==> src/design/wfs_pkg.sv <==
// Shared types, constants and helper functions of the wall-follow sequencer.
`default_nettype none

package wfs_pkg;

  // Fixed-point formats of the distance, speed and gain fields.
  localparam int DIST_FRAC_BITS  = 4;
  localparam int SPEED_FRAC_BITS = 12;
  localparam int GAIN_FRAC       = 12;

  localparam int IN_DATA_W       = 96;
  localparam int OUT_DATA_W      = 64;
  localparam int CFG_INDEX_W     = 3;
  localparam int CFG_DATA_W      = 18;
  localparam int QUEUE_DEPTH_DEF = 2;

  // Phase codes.
  localparam logic [2:0] PH_BACK_OFF     = 3'd0;
  localparam logic [2:0] PH_APPROACH     = 3'd1;
  localparam logic [2:0] PH_ALIGN        = 3'd2;
  localparam logic [2:0] PH_FOLLOW       = 3'd3;
  localparam logic [2:0] PH_SMALL_CORNER = 3'd4;
  localparam logic [2:0] PH_BIG_CORNER   = 3'd5;

  // Locate events.
  localparam logic [2:0] EV_NONE         = 3'd0;
  localparam logic [2:0] EV_LOST_WALL    = 3'd1;
  localparam logic [2:0] EV_ORIGIN       = 3'd2;
  localparam logic [2:0] EV_WALL_REACHED = 3'd3;
  localparam logic [2:0] EV_ALIGNED      = 3'd4;
  localparam logic [2:0] EV_SMALL_CORNER = 3'd5;
  localparam logic [2:0] EV_BIG_CORNER   = 3'd6;
  localparam logic [2:0] EV_CORNER_DONE  = 3'd7;

  // Motor commands.
  localparam logic [2:0] CMD_KEEP       = 3'd0;
  localparam logic [2:0] CMD_STOP       = 3'd1;
  localparam logic [2:0] CMD_SET_SPEED  = 3'd2;
  localparam logic [2:0] CMD_SET_TARGET = 3'd3;
  localparam logic [2:0] CMD_ROTATE     = 3'd4;

  // Configuration register indexes.
  localparam logic [2:0] CFG_KP          = 3'd0;
  localparam logic [2:0] CFG_KD          = 3'd1;
  localparam logic [2:0] CFG_KI          = 3'd2;
  localparam logic [2:0] CFG_WALL_TARGET = 3'd3;
  localparam logic [2:0] CFG_BASE_SPEED  = 3'd4;
  localparam logic [2:0] CFG_APPROACH    = 3'd5;
  localparam logic [2:0] CFG_ROTATE_TO   = 3'd6;
  localparam logic [2:0] CFG_RUN_TO      = 3'd7;

  // Configuration reset values.
  localparam logic [15:0] KP_RESET          = 16'd205;
  localparam logic [17:0] KD_RESET          = 18'd143360;
  localparam logic [15:0] KI_RESET          = 16'd0;
  localparam logic [10:0] WALL_TARGET_RESET = 11'd72;
  localparam logic [13:0] BASE_SPEED_RESET  = 14'd4096;
  localparam logic [10:0] APPROACH_RESET    = 11'd128;
  localparam logic [15:0] ROTATE_TO_RESET   = 16'd10000;
  localparam logic [15:0] RUN_TO_RESET      = 16'd15000;

  // Distance constants.
  localparam logic [10:0] DIST_NO_RETURN    = 11'(100 << DIST_FRAC_BITS);
  localparam logic [10:0] DIST_FRONT_CLOSE  = 11'(7 << DIST_FRAC_BITS);
  localparam logic [10:0] DIST_ALIGN_FAR    = 11'(10 << DIST_FRAC_BITS);
  localparam logic [10:0] DIST_CORNER_LEFT  = 11'(5 << DIST_FRAC_BITS);
  localparam logic [10:0] DIST_CORNER_FRONT = 11'(9 << DIST_FRAC_BITS);
  localparam logic [10:0] TURN_DIST_RESET   = 11'(9 << (DIST_FRAC_BITS - 1));
  localparam int          DIST_TWO          = 2 << DIST_FRAC_BITS;

  // Speed and angle constants.
  localparam logic signed [15:0] SPEED_ONE        = 16'(1 << SPEED_FRAC_BITS);
  localparam logic signed [15:0] SPEED_HALF       = 16'(1 << (SPEED_FRAC_BITS - 1));
  localparam logic signed [15:0] SMALL_TURN_ANGLE = 16'sd6349;
  localparam logic signed [16:0] BIG_TURN_LIMIT   = -17'sd6144;
  localparam logic [31:0]        BACKOFF_LIMIT_MS = 32'd999;

  // PID terms are rescaled from error*gain units down to speed units.
  localparam int PID_SHIFT = DIST_FRAC_BITS + 1 + GAIN_FRAC - SPEED_FRAC_BITS;
  localparam int PID_ROUND = (1 << PID_SHIFT) - 1;

  // Alignment spin: |d| * 0.7 in speed units.
  localparam int ALIGN_MUL = 7 << SPEED_FRAC_BITS;
  localparam int ALIGN_DEN = 10 << DIST_FRAC_BITS;

  // Big corner arc: (d + 2) * 0.08 and (d + 14) * 0.08.
  localparam int CORNER_MUL   = 8 << SPEED_FRAC_BITS;
  localparam int CORNER_DEN   = 100 << DIST_FRAC_BITS;
  localparam int CORNER_OFF   = (12 << DIST_FRAC_BITS) * CORNER_MUL;
  localparam int CORNER_OFF_Q = CORNER_OFF / CORNER_DEN;
  localparam int CORNER_OFF_R = CORNER_OFF % CORNER_DEN;

  typedef struct packed {
    logic [15:0] kp;
    logic [17:0] kd;
    logic [15:0] ki;
    logic [10:0] wall_target;
    logic [13:0] base_speed;
    logic [10:0] approach_threshold;
    logic [15:0] rotate_timeout_ms;
    logic [15:0] run_timeout_ms;
  } cfg_t;

  // One tick after unpacking and sensor classification.
  typedef struct packed {
    logic [2:0]         phase;
    logic [31:0]        now;
    logic [10:0]        lf;
    logic [10:0]        lb;
    logic               done;
    logic signed [15:0] heading;
    logic               approach_hit;
    logic               front_close;
    logic               lf_lost;
    logic               corner_clear;
    logic               left_far;
  } item_t;

  typedef struct packed {
    logic [2:0]         next_phase;
    logic [2:0]         locate_event;
    logic [2:0]         motor_cmd;
    logic               left_forward;
    logic               right_forward;
    logic signed [15:0] left_speed;
    logic signed [15:0] right_speed;
    logic signed [15:0] rotate_angle;
  } result_t;

  typedef struct packed {
    logic        start;
    logic [31:0] dividend;
    logic [31:0] divisor;
  } div_req_t;

  typedef struct packed {
    logic        done;
    logic [31:0] quotient;
    logic [31:0] remainder;
  } div_rsp_t;

  function automatic logic signed [15:0] sat16(input logic signed [51:0] v);
    if (v > 52'sd32767) begin
      return 16'sh7FFF;
    end else if (v < -52'sd32768) begin
      return 16'sh8000;
    end
    return v[15:0];
  endfunction

  function automatic logic signed [15:0] usat16(input logic [31:0] v);
    if (v > 32'd32767) begin
      return 16'sh7FFF;
    end
    return $signed(v[15:0]);
  endfunction

endpackage

`default_nettype wire

==> src/design/wfs_queue.sv <==
// Short queue of classified ticks between the front and the back.
`default_nettype none

module wfs_queue #(
  parameter int DEPTH = wfs_pkg::QUEUE_DEPTH_DEF
) (
  input  wire logic           clk,
  input  wire logic           rst_n,
  input  wire logic           push,
  input  wfs_pkg::item_t      push_item,
  output logic                full,
  input  wire logic           pop,
  output logic                valid,
  output wfs_pkg::item_t      pop_item
);
  import wfs_pkg::*;

  localparam int PTR_W = $clog2(DEPTH);
  localparam int CNT_W = $clog2(DEPTH + 1);

  item_t            mem [DEPTH];
  logic [PTR_W-1:0] wr_ptr_r;
  logic [PTR_W-1:0] rd_ptr_r;
  logic [CNT_W-1:0] count_r;
  logic             do_push;
  logic             do_pop;

  assign full     = count_r == CNT_W'(DEPTH);
  assign valid    = count_r != '0;
  assign do_push  = push && !full;
  assign do_pop   = pop && valid;
  assign pop_item = mem[rd_ptr_r];

  always_ff @(posedge clk) begin
    if (do_push) begin
      mem[wr_ptr_r] <= push_item;
    end
  end

  always_ff @(posedge clk) begin
    if (!rst_n) begin
      wr_ptr_r <= '0;
      rd_ptr_r <= '0;
      count_r  <= '0;
    end else begin
      if (do_push) begin
        wr_ptr_r <= (wr_ptr_r == PTR_W'(DEPTH - 1)) ? '0 : wr_ptr_r + 1'b1;
      end
      if (do_pop) begin
        rd_ptr_r <= (rd_ptr_r == PTR_W'(DEPTH - 1)) ? '0 : rd_ptr_r + 1'b1;
      end
      if (do_push && !do_pop) begin
        count_r <= count_r + 1'b1;
      end else if (do_pop && !do_push) begin
        count_r <= count_r - 1'b1;
      end
    end
  end

endmodule

`default_nettype wire

==> config.mk <==
export PLATFORM = sky130hd
export DESIGN_NAME = wfs_queue
export DESIGN_NICKNAME = d
export VERILOG_FILES = /design/src/design/wfs_pkg.sv /design/src/design/wfs_queue.sv
export SDC_FILE = /design/constraint.sdc
export NUM_CORES = 1
export LEC_CHECK = 0
export BUFFER_PORTS_ARGS = -buffer_cell sky130_fd_sc_hd__buf_2
export CAP_MARGIN = 5
export CORE_MARGIN = 1
export CORE_UTILIZATION = 35
export DETAILED_ROUTE_END_ITERATION = 16
export RECOVER_POWER = 100
export SLEW_MARGIN = 40
export SYNTH_ARGS = -nofsm -noshare
export SYNTH_HDL_FRONTEND = slang
export SYNTH_SLANG_ARGS = --single-unit
==> constraint.sdc <==
create_clock -name clk -period 5.95 [get_ports clk]
set_input_delay 0.2975 -clock clk [delete_from_list [all_inputs] [get_ports clk]]
set_output_delay 0.2975 -clock clk [all_outputs]
set_load 0.05 [all_outputs]
-- Yosys cells after proc, flatten, opt, wreduce, memory -nomap -nowiden
Memories as Yosys holds them, arrays and structs flattened. A register that Yosys moved wholly into a read port is not among the register bits.
Cells that the tools add are included.
- output and inout port bits: 81
- word-level logic and storage cells: 26
- RAM bits: 158
- memories kept: 1
- register bits after elaboration: 4
- bits of input ports: 83
- memories (name ; words ; width ; read ports ; clocked after memory_dff ; wr ports ; RTL line ; RTL):
    mem ; 2 ; 79 ; 1 ; 1 ; 1 ; wfs_queue.sv:21 ; item_t mem [DEPTH];
- $add $sub $neg: 4
- equal/unequal tests: 1
- multiplexer cells: 8
- reductions and logical operators: 9
- operator list (kind ; number):
    $mux 1 ; 6
    $logic_and 1x1->1 ; 4
    $mux 2 ; 2
    $reduce_bool 2->1 ; 2
    $logic_not 1->1 ; 3
    $add 1x1->1 const B ; 2
    $add 2x1->2 const B ; 1
    $eq 2x2->1 const B ; 1
    $sub 2x1->2 const B ; 1

-- Depth between registers and ports, before layout
Gate-level depths: netlist of run 1.
- word-level depth: 7
- gate-level depth with buffers: 7
- gate-level depth less buffers: 7

-- Worst setup path after synthesis of run 1
OpenSTA, ideal clock, no wires.
- path type: flip-flop to flip-flop
- start point: reg count_r[0]
- end point: mem mem[0][0] (netlist name), enable pin
- path buffers: 0
- stages on the path, launching flop included: 4
- data required time: 5446 ps
- data arrival time: 3764 ps
- slack: 1682 ps
- library setup time: 504 ps
- clock period less this slack: 4268 ps
- path through: dfxtp_1 -> nand2b_1 -> inv_2 -> nor3_2
- longest elaborated chain between the ends: 5
- RTL lines (element ; RTL line ; RTL):
    start, declared ; wfs_queue.sv:24 ; logic [CNT_W-1:0] count_r;
    start signal, assigned ; wfs_queue.sv:53 ; count_r <= count_r + 1'b1;
    start signal, assigned ; wfs_queue.sv:55 ; count_r <= count_r - 1'b1;
    $eq 2x2->1 ; wfs_queue.sv:28 ; assign full = count_r == CNT_W'(DEPTH);
    named net full ; wfs_queue.sv:11 ; output logic full,
    $logic_not 1->1 ; wfs_queue.sv:30 ; assign do_push = push && !full;
    $logic_and 1x1->1 ; wfs_queue.sv:30 ;
    $mux 1 ; wfs_queue.sv:35 ; if (do_push) begin
    $mux 1 (not written as such) ; wfs_queue.sv:36 ; mem[wr_ptr_r] <= push_item;
    end, declared ; wfs_queue.sv:21 ;
The timed path passes the listed nets, and every way through them passes these cells.

==> impl_metrics.ini, run 1 <==
[final_layout]
multi_input_area_mm2 = 0.00102
fillers = 1521
drive_above_1_share_pct = 36.9
seq_area_mm2 = 0.00485
synthToLayoutAreaGrowth_pct = 25.5
diodes = 0
fin_nets = 534

[pwr]
p_per_area_mw_per_mm2 = 520
finalPower_uw = 3900
p_switching_uw = 1430
internal_power_uw = 2470
clock_power_share_pct = 28.8
p_leak_uw = 0.00257
seq_power_share_pct = 38.3
swShare_pct = 36.6
pwr-share-comb_pct = 32.9
irDropWorstVdd_uv = 235

[timing]
fin_skew_ns = 0.00559
finalHoldViolations = 0
rsz0062_at_grt = no
worst_pin_slew_ns = 2.37
fmax_ghz = 0.270
timing.final.crit_share_pct = 62.3
hold_ws_ns = 0.0642
relSlewSlack_pct = -57.8
fin_crit_ns = 3.70
setup_ws_ns = 2.25
fin_tns_setup_ns = 0
slew_violations = 234
finalSetupViolCount = 0

[setup_path]
path_common_cell = clkbuf_1
reg2reg_slack_ns = 2.93
critPathMaxFanout = 40
cp_num_buf_inv = 2
critPathSlowestCell = clkbuf_1
path_cells = clkbuf_1 > mux2_2 > clkbuf_1
critPathMaxStageDelay_ns = 1.67
critPathKind = reg2out
crit_family = buffers and inverters
worst_setup_path_start_kind = flop
crit_required_ns = 5.65
arrival_ns = 3.41
worst_setup_path_end_kind = primary output

[outcome]
violations = max-capacitance violations, max-slew violations
status = finished with violations

[clock_network]
clock_latency_ns = 0.42
cts_setup_buffers = 0
numCtsBuffers = 17
cts_resized = 0
root_buffer = clkbuf_16
htreeDepth = 4
cts_tree = built
cts.path.max_buffers = 2
holdBufCountCts = 0
clock_sinks = 163
clk_pin_slew_ns = 0.06

[routing]
vias = 3031
drtAntennaViolNets = 0
first_pass_iters = 4
totalWireLength_mm = 10.6
wl_per_cell_um = 15.5
vias_per_cell = 4.44
drc = 0
drt_iter0_markers = 93

[synthesis]
synth_area_leaders = edfxtp_1 79%, mux2_2 13%, mux2_4 2.5%
yosysTopAreaCell = edfxtp_1
yosysUniqueCellTypes = 23
synth-warning-count = 0
ys_ff_latch = 163
yosysSeqAreaShare_pct = 81.1
synth_area_per_cell_um2 = 22.0
syn_nets = 355
synth_top_area_share_pct = 79.4
synthesis.area_mm2 = 0.00597
synthCells = 271

[global_routing]
antenna_found_initial = 0
grt_pass1_vias = 3253
grtUsageTotal_pct = 12.7
grt_max_degree = 41
grt.overflow.total = 0
grt_first_pass_wirelength_mm = 16.8

[min_path]
hold_class = in2reg

[place]
io_buffers = 163
place.gp.congestion = 0.693
dpl_worst_slack_ns = 4.26
dp_hpwl_mm = 6.96

[die]
row_count = 47
die_h_um = 133
initial_core_util_pct = 35.9
core-area_mm2 = 0.0166
io_pins = 164
die_area_mm2 = 0.0176
die_w_um = 133

[flow_run]
cap_violations = 6
[path summary, 6_finish.rpt]
kind	start	to	cells past startpoint
max	flop	pop_item[2]	3
max reg2reg	count_r[0]	mem[1][50]	3
min reg2reg	rd_ptr_r	flop	2
min	push_item[43]	mem[0][43]	1
[flip-flops by register name, summed over array words and instances (netlist names), named ones only]
| name | cells |
|---|---|
| count_r | 2 |
| wr_ptr_r | 1 |
| mem | 158 |
| rd_ptr_r | 1 |
[stage by stage]
step	instances	cell area (um^2)	util [%]
after CTS	683	7730	46.4
after floorplan	271	5970	-
after global routing	683	7500	45.0
after detailed placement	651	7110	42.7
after global placement	647	7030	42.2
final	683	7500	45.0
[cells in the final DEF (no fill, tap or decap), types with 3 or more instances in the layout]
cell type / Yosys / layout
clkbuf_16: 0 / 17
dfxtp_1: 5 / 4
bufinv_16: 0 / 3
buf_2: 6 / 71
mux2_2: 69 / 65
mux2_1: 0 / 12
clkbuf_8: 0 / 3
clkinv_4: 0 / 3
edfxtp_1: 158 / 158
clkbuf_1: 0 / 99
[worst reg2reg max path, delay by kind of cell, from the launching register on]
kind,cells,cell delay [ns]
simple gates,2,0.64
buf+inv,1,1.51
flops,1,0.41
[cell families (layout without fill, tap and decap cells)]
group | count (synthesis) | in the layout | share of synthesized area, %
xor gates and xnor gates | 3 | 3 | 0.440
buffers and inverters | 11 | 203 | 1.19
muxes | 79 | 79 | 15.5
and+or+nand+nor | 9 | 9 | 0.964
AOI/OAI and AO/OA | 5 | 5 | 0.545
DFF | 163 | 163 | 81.1
adders and majority gates | 1 | 1 | 0.209
[final cells by class]
cell class / instances / share of cell area [%]
Multi-Input combinational cell: 97 / 13.6
Clock inverter: 11 / 2.00
Tap cell: 220 / 3.67
Inverter: 2 / 0.100
Clock buffer: 21 / 6.28
Sequential cell: 163 / 64.7
Timing Repair Buffer: 169 / 9.65
[power groups by stage]
stage / logic [uW] / registers [uW] / clock network [uW]
floorplan: 1080 / 1510 / 0
global placement: 1260 / 1580 / 0
detailed placement: 1370 / 1510 / 0
CTS: 1380 / 1490 / 1150
global route: 1350 / 1510 / 1200
finish: 1280 / 1490 / 1120
[synth_stat cells (all sizes together)]
cell and number:
and2 3, nand2b 1, inv 2, edfxtp 158, o21ai 2, mux2 79, xnor2 2, dfxtp 5
ha 1, buf 9, nor3 1, nor2 1, and3 1, or2 1, or3 1, xor2 1
a21boi 2, o21a 1
[layer usage]
| layer | part of all wire, % | routed length [um] | vias up | GRT usage, % |
|---|---|---|---|---|
| li1 | - | - | 1429 | - |
| met3 | 7.7 | 814 | 14 | 5.67 |
| met4 | 1.3 | 142 | 0 | 4.85 |
| met2 | 48 | 5060 | 108 | 21.0 |
| met1 | 43 | 4570 | 1480 | 14.5 |
| met5 | 0 | 0 | - | 0 |
Power figures use the tool's default switching activity.
==> run 2: changes to the inputs <==
--- a/config.mk
+++ b/config.mk
@@ -5,6 +5,7 @@
 export SDC_FILE = /design/constraint.sdc
 export NUM_CORES = 1
 export LEC_CHECK = 0
+export ABC_AREA = 1
 export BUFFER_PORTS_ARGS = -buffer_cell sky130_fd_sc_hd__buf_2
 export CAP_MARGIN = 5
 export CORE_MARGIN = 1
==> constraint.sdc (replaced) <==
create_clock -name clk -period 3.7 [get_ports clk]
set_input_delay 0.185 -clock clk [delete_from_list [all_inputs] [get_ports clk]]
set_output_delay 0.185 -clock clk [all_outputs]
set_load 0.05 [all_outputs]
==> run 2 against run 1 <==
- the run now ends clean
- power is 58% higher
- wire length grew 7.2%
- highest routed layer unchanged
- synthesized area hardly changed
- largest power group unchanged
- clock power rose by 62%
- setup slack worse by 1.3 ns
- sequential cell count did not move
- clock-buffer cell count grew 3
- synthesized cell count up 4.4%
- non-clock buffer count is 78 higher
- clock skew increased by 0.0013 ns
- critical path type unchanged
- first-iteration DRC count is 44% higher
==> impl_metrics.ini, run 2 <==
[final_layout]
synthToLayoutAreaGrowth_pct = 39.6
drive_above_1_share_pct = 29.3
final_cells = 773
layout_common_cells = 158 x edfxtp_1, 120 x clkbuf_1, 79 x dlygate4sd3_1, 69 x mux2_2, 44 x buf_2
mostFrequentLayoutCell = edfxtp_1
regMostFlops = mem
largest_register_ffs = 158
stdcell_area_mm2 = 0.00835
fin_nets = 624
largestRegisters = mem x158, count_r x2
diodes = 0

[routing]
drtAntennaViolNets = 0
totalWireLength_mm = 11.3
first_pass_iters = 4
vias_per_cell = 4.37
vias = 3380
drt_iter0_markers = 134
wl_per_cell_um = 14.7
drc = 0

[synthesis]
synth_area_leaders = edfxtp_1 79%, mux2_2 13%, mux2_4 2.5%
async_flop_share_pct = 0
yosysUniqueCellTypes = 15
ys.flop_type = edfxtp_1
synth_top_area_share_pct = 79.4
synthCells = 283
ys_ff_latch = 163
yosysTopAreaCell = edfxtp_1
yosys-top-cells-count = 158 x edfxtp_1, 69 x mux2_2, 10 x mux2_4, 9 x nor2_1, 8 x inv_1
syn_nets = 367
synth.most_common_cell = edfxtp_1
synth-warning-count = 0
synth_area_per_cell_um2 = 21.1
synth-edff-count = 158
synthesis.area_mm2 = 0.00598
yosysSeqAreaShare_pct = 81.1

[min_path]
hold_class = in2reg
holdPathStages = 3

[clock_network]
clock_sinks = 163
clk_pin_slew_ns = 0.06
htreeDepth = 4
numCtsBuffers = 17
cts_tree = built
clock_latency_ns = 0.41
cts.path.max_buffers = 2
root_buffer = clkbuf_16
cts_resized = 0

[die]
io_pins = 164
initial_core_util_pct = 35.9
die_h_um = 133
core-area_mm2 = 0.0166
die_w_um = 133
die_area_mm2 = 0.0176
row_count = 47

[setup_path]
critPathSlowestCell = clkbuf_2
cp_num_buf_inv = 3
critPathMaxFanout = 29
path_cells = buf_12 > clkbuf_2 > mux2_2 > buf_2
r2r_cells = 4
critPathMaxStageDelay_ns = 0.64
crit_family = buffers and inverters
arrival_ns = 2.57
worst_setup_path_start_kind = flop
critPathKind = reg2out
worst_setup_path_end_kind = primary output
crit_required_ns = 3.51
cp.depth = 4

[timing]
rsz0062_at_grt = no
fin_skew_ns = 0.00687
finalSetupViolCount = 0
relSlewSlack_pct = 28.6
fin_crit_ns = 2.75
setup_ws_ns = 0.948
worst_pin_slew_ns = 1.07
timing.final.crit_share_pct = 74.4
fmax_ghz = 0.363
finalHoldViolations = 0
slew_violations = 0

[place]
dp_hpwl_mm = 6.87
postPlaceCellArea_mm2 = 0.00710
place_inst = 662
io_buffers = 163
place.gp.congestion = 0.729
dpl_worst_slack_ns = 1.59

[global_routing]
antenna_found_initial = 0
gr-usage-met2_pct = 23.6
grt_use_met3_pct = 5.33
grt_max_degree = 63
top_usage_layer = met2
grtUsageTotal_pct = 13.7
grt_first_pass_wirelength_mm = 17.9
grt_pass1_vias = 3468
grt.overflow.total = 0
met1_usage_pct = 15.2

[outcome]
status = finished, final reports clean

[pwr]
p_leak_uw = 0.00291
seq_power_share_pct = 39.6
pwr-share-comb_pct = 31.0
p_switching_uw = 2150
clock_power_share_pct = 29.5
p_per_area_mw_per_mm2 = 737
irDropWorstVdd_uv = 383
swShare_pct = 34.9
internal_power_uw = 4010

[flow_run]
cap_violations = 0
-- run 2: power groups by stage --
| stage | clock, uW | combinational [uW] | sequential (uW) |
|---|---|---|---|
| after global routing | 1940 | 2000 | 2470 |
| after floorplan | 0 | 1530 | 2450 |
| after detailed placement | 0 | 1920 | 2480 |
| after CTS | 1870 | 1990 | 2440 |
| after global placement | 0 | 1820 | 2530 |
| final | 1810 | 1910 | 2440 |
-- run 2: routing by layer --
| layer | share of wire, % | up-vias |
|---|---|---|
| met3 | 6.5 | 19 |
| li1 | - | 1616 |
| met1 | 41 | 1625 |
| met2 | 51 | 120 |
| met5 | 0 | - |
| met4 | 1.5 | 0 |
-- run 2: cell families (layout without fill, tap and decap cells) --
| kind of cell | Yosys count | count (layout) | share of synthesized area [%] |
|---|---|---|---|
| fa+ha+maj | 1 | 1 | 0.209 |
| mux | 79 | 79 | 15.5 |
| compound gates | 5 | 5 | 0.460 |
| buf+inv | 17 | 287 | 1.57 |
| simple gates | 18 | 18 | 1.19 |
| flops | 163 | 163 | 81.1 |
-- run 2: area by class of cell --
type / instances / area (um^2)
Multi-Input combinational cell: 103 / 1050
Timing Repair Buffer: 247 / 1510
Inverter: 8 / 30.0
Sequential cell: 163 / 4850
Clock buffer: 24 / 502
Tap cell: 220 / 275
Fill cell: 1443 / 8300
Clock inverter: 8 / 124
-- run 2: path summary, 6_finish.rpt --
| kind | slack (ns) | end | from |
|---|---|---|---|
| setup / recovery | 0.95 | pop_item[64] | flop |
| hold / removal | 0.03 | count_r[1] | rst_n |
| setup reg to reg | 1.45 | mem[0][68] | count_r[1] |
| hold reg to reg | 0.51 | rd_ptr_r | rd_ptr_r |
-- run 2: tightest hold or removal path, cell delays in order --
cell and delay [ns]:
buf_2 0.12, nand2_1 0.06, nor2_1 0.04
-- run 2: through the flow --
| stage | hold WS, ns | setup TNS [ns] | util (%) | total power [uW] |
|---|---|---|---|---|
| final | 0.0337 | 0 | 50.2 | 6160 |
| after global routing | 0.00903 | 0 | 50.2 | 6410 |
| after CTS | 0.00825 | 0 | 51.2 | 6300 |
| after detailed placement | 0.377 | 0 | 42.7 | 4400 |
| after global placement | 0.373 | 0 | 42.4 | 4350 |
| after floorplan | 0.284 | -104.65 | - | 3980 |
-- run 2: repair_timing --
action | CTS | global route
setup buffers | 0 | 0
hold endpoints to repair | 158 | 0
hold buffers | 79 | 0
==> run 3: changes to the inputs <==
==> constraint.sdc (replaced) <==
create_clock -name clk -period 2.8 [get_ports clk]
set_input_delay 0.14 -clock clk [delete_from_list [all_inputs] [get_ports clk]]
set_output_delay 0.14 -clock clk [all_outputs]
set_load 0.05 [all_outputs]
==> run 3 against run 2 <==
- setup slack worse by 0.39 ns
- die area unchanged
- core utilization down 0.18 points
- clock power up 17%
- via count about the same
- combinational power up 36%
- worst hold slack better by 0.14 ns
- largest cell class unchanged
- largest power group unchanged
==> impl_metrics.ini, run 3 (same netlist as run 2, synthesis figures left out) <==
[routing]
totalWireLength_mm = 11.4
wl_per_cell_um = 14.7
met3_length_um = 606
drtAntennaViolNets = 0
vias = 3383
wl_met1_mm = 4.60
drt_iter0_markers = 137
first_pass_iters = 4
drc = 0
vias_per_cell = 4.38
topRoutingLayerUsed = met4
dr_wl_met2_mm = 5.93

[global_routing]
grt.overflow.total = 0
grtUsageTotal_pct = 13.7
antenna_found_initial = 0
grt_first_pass_wirelength_mm = 18.0
grt_max_degree = 52
grt_pass1_vias = 3661

[die]
io_pins = 164
die_h_um = 133
initial_core_util_pct = 35.9
die_w_um = 133
die_area_mm2 = 0.0176
row_count = 47
core-area_mm2 = 0.0166

[timing]
relSlewSlack_pct = 21.7
setup_ws_ns = 0.554
timing.final.crit_share_pct = 80.2
fin_tns_setup_ns = 0
fin_crit_ns = 2.25
finalHoldViolations = 0
worst_pin_slew_ns = 1.18
slew_violations = 0
rsz0062_at_grt = no
fin_skew_ns = 0.00790
finalSetupViolCount = 0
fmax_ghz = 0.445

[final_layout]
regMostFlops = mem
drive_above_1_share_pct = 38.6
largestRegisters = mem x158, count_r x2
diodes = 0
mostFrequentLayoutCell = edfxtp_1
fin_nets = 627
synthToLayoutAreaGrowth_pct = 39.1
layout_common_cells = 158 x edfxtp_1, 105 x buf_2, 80 x dlygate4sd3_1, 66 x mux2_2, 60 x clkbuf_1
stdcell_area_mm2 = 0.00832
final_cells = 772
largest_register_ffs = 158

[setup_path]
worst_setup_path_end_kind = primary output
arrival_ns = 2.11
crit_required_ns = 2.66
reg2reg_slack_ns = 0.68
critPathMaxFanout = 47
critPathKind = reg2out
r2r_cells = 5
worst_setup_path_start_kind = flop

[pwr]
seq_power_share_pct = 40.3
internal_power_uw = 5090
clock_power_share_pct = 26.8
p_leak_uw = 0.00303
swShare_pct = 35.5
finalPower_uw = 7890
p_per_area_mw_per_mm2 = 949
irDropWorstVdd_uv = 616
pwr-share-comb_pct = 32.9
p_switching_uw = 2800

[clock_network]
clk_pin_slew_ns = 0.05
clock_latency_ns = 0.42
htreeDepth = 4
clock_sinks = 163
cts_setup_buffers = 0
cts_tree = built
holdBufCountCts = 80
cts.path.max_buffers = 2
numCtsBuffers = 17
root_buffer = clkbuf_16
cts_resized = 0

[min_path]
hold_class = in2reg
holdPathStages = 4

[outcome]
status = finished, final reports clean

[place]
dp_hpwl_mm = 6.80
place_inst = 664
postPlaceCellArea_mm2 = 0.00709
place.gp.congestion = 0.690
io_buffers = 163
dpl_worst_slack_ns = 1.05

[flow_run]
cap_violations = 0
run 3: worst paths after layout:
kind	from	endpoint
worst max-delay path	flop	pop_item[64]
worst min-delay path	pop	rd_ptr_r
worst max register to register	count_r[1]	mem[1][55]
worst min register to register	rd_ptr_r	rd_ptr_r
run 3: power by group through the flow:
stage / Combinational (uW) / Sequential (uW) / Clock (uW)
floorplan: 2030 / 3210 / 0
global placement: 2550 / 3210 / 0
detailed placement: 2570 / 3230 / 0
CTS: 2670 / 3180 / 2180
global route: 2740 / 3220 / 2270
finish: 2600 / 3180 / 2110
run 3: through the flow:
step | utilization (%) | hold WS [ns]
floorplan | - | 0.239
global placement | 42.6 | 0.327
detailed placement | 42.6 | 0.331
CTS | 50.6 | 0.144
global route | 50.0 | 0.218
finish | 50.0 | 0.170
run 3: layout make-up:
class	instances	area, um^2
clock buffer	19	433
clock inverter	9	92.6
fill	1445	8330
inverter	8	30.0
multi-input combinational	103	1050
sequential	163	4850
tap	220	275
timing repair buffer	250	1580
run 3: worst max-delay path, stage by stage (launching register included):
cell and delay (ns):
dfxtp_4 0.39, clkbuf_4 0.59, mux2_1 0.43, buf_2 0.23
run 3: metal layers:
metal / up-vias / track usage [%]
met5: - / 0
li1: 1618 / -
met2: 108 / 23.8
met4: 0 / 6.13
met1: 1641 / 15.2
met3: 16 / 4.64
